[src/rtl/pis_pkg.sv]
// Package for the particle integrate step block.
// Holds the beat types, codes, color tables and saturation helper; no dependencies.
package pis_pkg;

  localparam int unsigned CFG_IDX_W  = 1;
  localparam int unsigned CFG_DATA_W = 32;

  typedef enum logic [CFG_IDX_W-1:0] {
    REG_CURRENT_TIME = 1'b0,
    REG_FRAME_TIME   = 1'b1
  } cfg_reg_t;

  typedef enum logic [2:0] {
    KIND_STATIC   = 3'd0,
    KIND_FIRE     = 3'd1,
    KIND_EXPLODE  = 3'd2,
    KIND_EXPLODE2 = 3'd3,
    KIND_BLOB     = 3'd4,
    KIND_BLOB2    = 3'd5
  } kind_t;

  localparam logic [1:0] STATUS_ALIVE   = 2'd0;
  localparam logic [1:0] STATUS_DROPPED = 2'd1;
  localparam logic [1:0] STATUS_MARKED  = 2'd2;

  // Ramp limits in Q4.12: 6.0 for fire, 8.0 for both explode kinds
  localparam logic [15:0] RAMP_FIRE_LIMIT = 16'd24576;
  localparam logic [15:0] RAMP_EXPL_LIMIT = 16'd32768;

  typedef struct packed {
    logic signed [31:0] pos_x;
    logic signed [31:0] pos_y;
    logic signed [31:0] pos_z;
    logic signed [31:0] speed_x;
    logic signed [31:0] speed_y;
    logic signed [31:0] speed_z;
    logic signed [23:0] accel_z;
    logic [15:0]        ramp_pos;
    logic [2:0]         kind;
    logic [31:0]        death_time;
    logic [7:0]         colour_in;
  } in_item_t;

  typedef struct packed {
    logic signed [31:0] new_pos_x;
    logic signed [31:0] new_pos_y;
    logic signed [31:0] new_pos_z;
    logic signed [31:0] new_speed_x;
    logic signed [31:0] new_speed_y;
    logic signed [31:0] new_speed_z;
    logic [15:0]        new_ramp;
    logic [7:0]         colour_out;
    logic [1:0]         status;
  } out_item_t;

  function automatic logic [7:0] fire_colour(input logic [2:0] idx);
    logic [7:0] c;
    case (idx)
      3'd0:    c = 8'h6d;
      3'd1:    c = 8'h6b;
      3'd2:    c = 8'h06;
      3'd3:    c = 8'h05;
      3'd4:    c = 8'h04;
      3'd5:    c = 8'h03;
      default: c = 8'h03;
    endcase
    return c;
  endfunction

  function automatic logic [7:0] expl_colour(input logic [2:0] idx);
    logic [7:0] c;
    case (idx)
      3'd0:    c = 8'h6f;
      3'd1:    c = 8'h6d;
      3'd2:    c = 8'h6b;
      3'd3:    c = 8'h69;
      3'd4:    c = 8'h67;
      3'd5:    c = 8'h65;
      3'd6:    c = 8'h63;
      default: c = 8'h61;
    endcase
    return c;
  endfunction

  function automatic logic [7:0] expl2_colour(input logic [2:0] idx);
    logic [7:0] c;
    case (idx)
      3'd0:    c = 8'h6f;
      3'd1:    c = 8'h6e;
      3'd2:    c = 8'h6d;
      3'd3:    c = 8'h6c;
      3'd4:    c = 8'h6b;
      3'd5:    c = 8'h6a;
      3'd6:    c = 8'h68;
      default: c = 8'h66;
    endcase
    return c;
  endfunction

  // Clamp a 36-bit signed sum to the 32-bit signed range
  function automatic logic signed [31:0] sat32(input logic signed [35:0] v);
    logic signed [31:0] r;
    if ((v[35:31] == 5'b00000) || (v[35:31] == 5'b11111)) begin
      r = v[31:0];
    end else if (v[35]) begin
      r = 32'sh8000_0000;
    end else begin
      r = 32'sh7fff_ffff;
    end
    return r;
  endfunction

endpackage

[src/rtl/pis_ramp_unit.sv]
// Color ramp advance, table lookup and expiry status for one particle.
// Combinational; depends on pis_pkg for kinds, limits and color tables.
module pis_ramp_unit (
  input  logic [2:0]  kind,
  input  logic [15:0] ramp_in,
  input  logic [7:0]  colour_in,
  input  logic [15:0] frame_time,
  input  logic        expired,
  output logic [15:0] ramp_out,
  output logic [7:0]  colour_out,
  output logic [1:0]  status
);
  import pis_pkg::*;

  logic [19:0] inc_full;
  logic [16:0] sum;
  logic [15:0] ramp_sat;
  logic [15:0] limit;
  logic        has_ramp;

  always_comb begin
    has_ramp = 1'b1;
    inc_full = '0;
    limit    = RAMP_EXPL_LIMIT;
    case (kind)
      KIND_FIRE: begin
        inc_full = {2'b00, frame_time, 2'b00} + {4'b0000, frame_time};
        limit    = RAMP_FIRE_LIMIT;
      end
      KIND_EXPLODE: begin
        inc_full = {1'b0, frame_time, 3'b000} + {3'b000, frame_time, 1'b0};
      end
      KIND_EXPLODE2: begin
        inc_full = {frame_time, 4'b0000} - {4'b0000, frame_time};
      end
      default: has_ramp = 1'b0;
    endcase
    sum      = {1'b0, ramp_in} + {1'b0, inc_full[19:4]};
    ramp_sat = sum[16] ? 16'hffff : sum[15:0];
  end

  always_comb begin
    ramp_out   = ramp_in;
    colour_out = colour_in;
    status     = STATUS_ALIVE;
    if (expired) begin
      status = STATUS_DROPPED;
    end else if (has_ramp) begin
      ramp_out = ramp_sat;
      if (ramp_sat >= limit) begin
        status = STATUS_MARKED;
      end else begin
        case (kind)
          KIND_FIRE:    colour_out = fire_colour(ramp_sat[14:12]);
          KIND_EXPLODE: colour_out = expl_colour(ramp_sat[14:12]);
          default:      colour_out = expl2_colour(ramp_sat[14:12]);
        endcase
      end
    end
  end

endmodule

[config.mk]
export PLATFORM = sky130hd
export DESIGN_NAME = pis_ramp_unit
export DESIGN_NICKNAME = d
export VERILOG_FILES = /design/src/rtl/pis_pkg.sv /design/src/rtl/pis_ramp_unit.sv
export SDC_FILE = /design/constraint.sdc
export NUM_CORES = 1
export LEC_CHECK = 0
export BUFFER_PORTS_ARGS = -buffer_cell sky130_fd_sc_hd__buf_2
export CAP_MARGIN = 20
export CORE_MARGIN = 10
export CORE_UTILIZATION = 53
export DETAILED_ROUTE_END_ITERATION = 10
export PLACE_DENSITY_LB_ADDON = 0.08
export SLEW_MARGIN = 20
export SYNTH_ARGS = -nofsm -noshare
export SYNTH_HDL_FRONTEND = slang
export SYNTH_SLANG_ARGS = --single-unit
[constraint.sdc]
create_clock -name vclk -period 5.4
set_input_delay 0.27 -clock vclk [all_inputs]
set_output_delay 0.27 -clock vclk [all_outputs]
set_load 0.01 [all_outputs]
; ---- Word level (Yosys, flattened, before mapping)
; Index checks and enable logic that the tools add are counted.
[classes]
addsub = 4
muxes = 16
magnitude_cmp = 1
eq_ne = 9
n_reduce_logical = 2
[op_table]
columns = op, n
row1 = 16-bit 2-to-1 mux, 4
row2 = 20-bit case mux with 3 select lines, 1
row3 = 4-bit case mux with 7 select lines, 2
row4 = 7-bit case mux with 5 select lines, 1
row5 = 8-bit 2-to-1 mux, 3
row6 = 19-bit by 17-bit adder with 20-bit output, 1
row7 = 20-bit by 16-bit subtractor with 20-bit output, 1
row8 = 18-bit by 16-bit adder with 19-bit output, 1
row9 = 16-bit by 16-bit adder with 17-bit output, 1
row10 = 16-bit >= comparator, 1
row11 = 8-bit case mux with 2 select lines, 1
row12 = "3-bit by 2-bit equality test with 1-bit output, second input constant", 4
row13 = "3-bit equality test, second input constant", 3
row14 = "3-bit by 1-bit equality test with 1-bit output, second input constant", 2
row15 = 2-bit 2-to-1 mux, 3
row16 = 3-bit logical NOT, 1
row17 = 3-bit OR reduction, 1
row18 = 1-bit 2-to-1 mux, 1
[totals]
out_inout_bits = 26
elab_cells = 32
ff_bits = 0
in_bits = 44

; ---- Logic depth before layout (Yosys ltp)
[depth]
depth_word = 10
depth_mapped = 30
mapped_depth_nobuf = 28

; ---- Worst setup path after synthesis
; Ideal clock, no wire load.
[synth_timing]
path_kind = input to output
from = input frame_time[8]
to = output colour_out[0]
slack_ns = -0.085
stages = 24
t_arrival_ns = 5.215
path_buffers = 2
cell_sequence = ha_1 > a21o_1 > a21o_1 > a21o_1 > or3_1 > o211a_1 > o21a_1 > xnor2_1 > a221o_1 > ha_1 > buf_6 > a21oi_1 > o21ai_2 > a2111o_1 > a311oi_4 > nor2_1 > inv_2 > ha_1 > a21o_1 > a21oi_1 > and2_1 > o31a_1 > buf_6 > mux2_4
[synth_between]
elab_chain_cells = 10
word_cells_on_any_way = 20
cone_classes = add/sub (4) / order compare (1) / eq/ne (6) / mux (8) / reduce/logical (1)
[synth_rtl]
columns = item, line
row1 = start: declaration, pis_ramp_unit.sv:7  ; input logic [15:0] frame_time,
row2 = "20-bit by 16-bit subtractor with 20-bit output, or another cell as far along", pis_ramp_unit.sv:34  ; inc_full = {frame_time, 4'b0000} - {4'b0000, frame_time};
row3 = 20-bit case mux with 3 select lines (*), pis_ramp_unit.sv:25  ; case (kind)
row4 = 16-bit by 16-bit adder with 17-bit output (*), pis_ramp_unit.sv:38  ; sum = {1'b0, ramp_in} + {1'b0, inc_full[19:4]};
row5 = 16-bit 2-to-1 mux (*), pis_ramp_unit.sv:39  ; ramp_sat = sum[16] ? 16'hffff : sum[15:0];
row6 = "parallel branches: the longest is 3 deep, another holds 16-bit >= comparator", --
row7 = 8-bit 2-to-1 mux (*), pis_ramp_unit.sv:50  ; if (ramp_sat >= limit) begin
row8 = 8-bit 2-to-1 mux (*), pis_ramp_unit.sv:48  ; end else if (has_ramp) begin
row9 = 8-bit 2-to-1 mux (*), pis_ramp_unit.sv:46  ; if (expired) begin
row10 = end: declaration, pis_ramp_unit.sv:10  ; output logic [7:0] colour_out,
; Mark *: on every way between the ends.

; ---- Worst setup path after layout
[layout_timing]
from = input frame_time[7]
to = output colour_out[5]
[layout_between]
elab_chain_cells = 10
word_cells_on_any_way = 17
cone_classes = add/sub (4) / order compare (1) / eq/ne (4) / mux (7) / reduce/logical (1)
[layout_rtl]
columns = item, line
row1 = "20-bit by 16-bit subtractor with 20-bit output, or another cell as far along", pis_ramp_unit.sv:34
row2 = 20-bit case mux with 3 select lines (*), pis_ramp_unit.sv:25
row3 = 16-bit by 16-bit adder with 17-bit output (*), pis_ramp_unit.sv:38
row4 = 16-bit 2-to-1 mux (*), pis_ramp_unit.sv:39
row5 = "parallel branches: the longest is 3 deep, another holds 16-bit >= comparator", --
row6 = 8-bit 2-to-1 mux (*), pis_ramp_unit.sv:50
row7 = 8-bit 2-to-1 mux (*), pis_ramp_unit.sv:48
row8 = 8-bit 2-to-1 mux (*), pis_ramp_unit.sv:46
; Marked as above.

==> flow_metrics.env <==
export IMPL_finalNetCount=712
export IMPL_yosys_top_cells_count="51 x nor2_1, 44 x a21oi_1, 44 x ha_1"
export IMPL_antenna_left=0
export IMPL_grt_max_degree=34
export IMPL_multi_input_area_um2=3290
export IMPL_tightest_slew_ns=0.551
export IMPL_vias=4336
export IMPL_stdcell_area_um2=4950
export IMPL_drive_gt1_share_pct=46.8
export IMPL_whs_ns=0.759
export IMPL_antenna_found_initial=0
export IMPL_initialDrtViolationCount=298
export IMPL_grt_util_all_layers_pct=25.3
export IMPL_cp_depth=29
export IMPL_post_route_util_pct=89.4
export IMPL_ys_types=70
export IMPL_io_buffer_count=70
export IMPL_yosysTopAreaCell="ha_1"
export IMPL_start_kind="input pin"
export IMPL_ios=70
export IMPL_power_uw=839
export IMPL_peakVddDrop_mv=0.101
export IMPL_viasPerCell=6.27
export IMPL_outcome="finished with violations"
export IMPL_fmax_mhz=165
export IMPL_slew_headroom_pct=63.0
export IMPL_yosysMostFrequentCell="nor2_1"
export IMPL_syn_area_um2=3030
export IMPL_seq_area_frac_synth_pct=0
export IMPL_critPathCapture="colour_out[5]"
export IMPL_core_area_um2=5540
export IMPL_area_growth_pct=63.5
export IMPL_yosysTopAreaCellShare_pct=18.2
export IMPL_finalMaxSlewViolations=0
export IMPL_place_hpwl_um=8540
export IMPL_grt_overflow=0
export IMPL_fin_crit_sh_pct=112
export IMPL_drt_wirelength_per_cell_um=20.0
export IMPL_critPathTopFamily="compound AO/OA/AOI/OAI gates"
export IMPL_yosys_warnings=0
export IMPL_n_fill_cell=270
export IMPL_nFlopsAndLatches=0
export IMPL_grt_pass1_vias=4207
export IMPL_routed_wl_um=13800
export IMPL_dieArea_um2=9140
export IMPL_nClkBuffers=0
export IMPL_failed_checks="negative setup slack"
export IMPL_p_per_area_nw_per_um2=169
export IMPL_drt_pass1_iterations=6
export IMPL_required_ns=5.13
export IMPL_path_max_fanout=7
export IMPL_worst_path_buf_inv=2
export IMPL_startpoint="frame_time[7]"
export IMPL_syn_area_per_cell_um2=6.90
export IMPL_setup_viol=9
export IMPL_die_h_um=95.6
export IMPL_crit_top_cell="a21oi_2"
export IMPL_grt_setup_unrepaired="yes"
export IMPL_regArea_um2=0
export IMPL_dpl_cell_area_um2=4170
export IMPL_slowest_stage="o31a_4"
export IMPL_period_needed_ns=6.06
export IMPL_ctsHoldBuffers=0
export IMPL_slowest_delay_ns=0.39
export IMPL_end_kind="primary output"
export IMPL_p_leak_uw=0.00240
export IMPL_synth_fp_nets=529
export IMPL_grt_pass1_wl_um=19300
export IMPL_gp_congestion=0.913
export IMPL_num_rows=27
export IMPL_hold_violations=0
export IMPL_synth_area_leaders="ha_1 18%, a21oi_1 7.3%, xnor2_1 7.2%"
export IMPL_die_w_um=95.6
export IMPL_syn_inst=439
export IMPL_start_util_pct=54.7
export IMPL_critical_path_class="in -> out"
export IMPL_hold_path_class="in -> out"
export IMPL_crit_arrival_ns=5.79
export IMPL_drcViolationCount=0
export IMPL_max_cap_violations=0
export IMPL_setup_ws_ns=-0.657
export IMPL_num_antenna_cells=0
## cell usage in the layout (no fill, tap or decap), types with 3 or more instances in the layout
cell and n:
a21oi_1 32, o21ai_2 3, nor3_1 5, buf_8 3
or3_1 5, nand2_1 24, buf_4 129, inv_2 4
nand2b_1 6, o21a_1 9, nor2b_1 6, a31oi_1 7
a211o_1 3, nand3_1 7, xnor2_1 23, o211ai_1 5
nand2_2 4, nand4_1 5, nor4_2 3, buf_2 57
nor2_2 3, ha_1 24, and3_1 4, nor2_1 50
xor2_1 11, o21ai_0 12, inv_1 26, o21bai_1 4
buf_6 11, mux2_4 5, a211oi_1 3, o21ai_1 7
ha_4 18, a21o_1 17, a21oi_2 13, nor3_2 4
mux2i_1 6
## routing by layer
layer / up-vias / global-route usage, % / routed length, µm
li1: 1981 / - / -
met1: 1982 / 28.0 / 4950
met2: 296 / 47.2 / 6910
met3: 77 / 2.20 / 1150
met4: 0 / 12.4 / 813
met5: - / 0 / 0
## area by class of cell
type | count | share of cell area, %
timing repair buffer | 201 | 29.1
inverter | 32 | 2.58
tap | 72 | 1.82
multi-input combinational | 387 | 66.5
## per-stage QoR
stage	setup TNS (ns)	setup slack [ns]	std cells
final	-5.69	-0.657	692
after global placement	-4.37	-0.604	668
after global routing	-8.25	-0.937	692
after floorplan	0	0.0137	439
after CTS	-2.98	-0.395	684
after detailed placement	-5.72	-0.756	668
## power breakdown
| part | internal (µW) | switching [µW] | total (µW) |
|---|---|---|---|
| Sequential | 0 | 0 | 0 |
| Clock | 0 | 0 | 0 |
| Combinational | 410 | 429 | 839 |
| Total | 410 | 429 | 839 |
## cell families (layout without fill, tap and decap cells)
kind of cell | after synthesis | in the layout | share of synthesized area (%)
fa+ha+maj | 46 | 46 | 19.5
xor+xnor | 36 | 36 | 10.4
buf+inv | 52 | 233 | 7.68
mux | 12 | 12 | 4.83
simple gates | 140 | 140 | 22.4
compound gates | 153 | 153 | 35.2
## worst min path at each step
| stage | slack, ns | start | end | cells after the start |
|---|---|---|---|---|
| 2_1_floorplan | 0.63 | expired | status[0] | 1 |
| 3_5_place_dp | 0.76 | expired | status[0] | 2 |
| 6_report | 0.76 | expired | status[0] | 2 |
| 5_1_grt | 0.77 | expired | status[0] | 2 |
| 4_1_cts | 0.77 | expired | status[0] | 2 |
| 3_3_place_gp | 0.76 | expired | status[0] | 2 |
## what timing repair did
| action | in CTS | in global routing |
|---|---|---|
| resized for setup | 85 | 25 |
| endpoints found under the hold margin | 0 | 0 |
| endpoints found under the setup margin | 9 | 9 |
| setup buffers | 16 | 8 |
| pin swaps | 53 | 35 |
No activity file was read; power rests on OpenSTA's default activity.
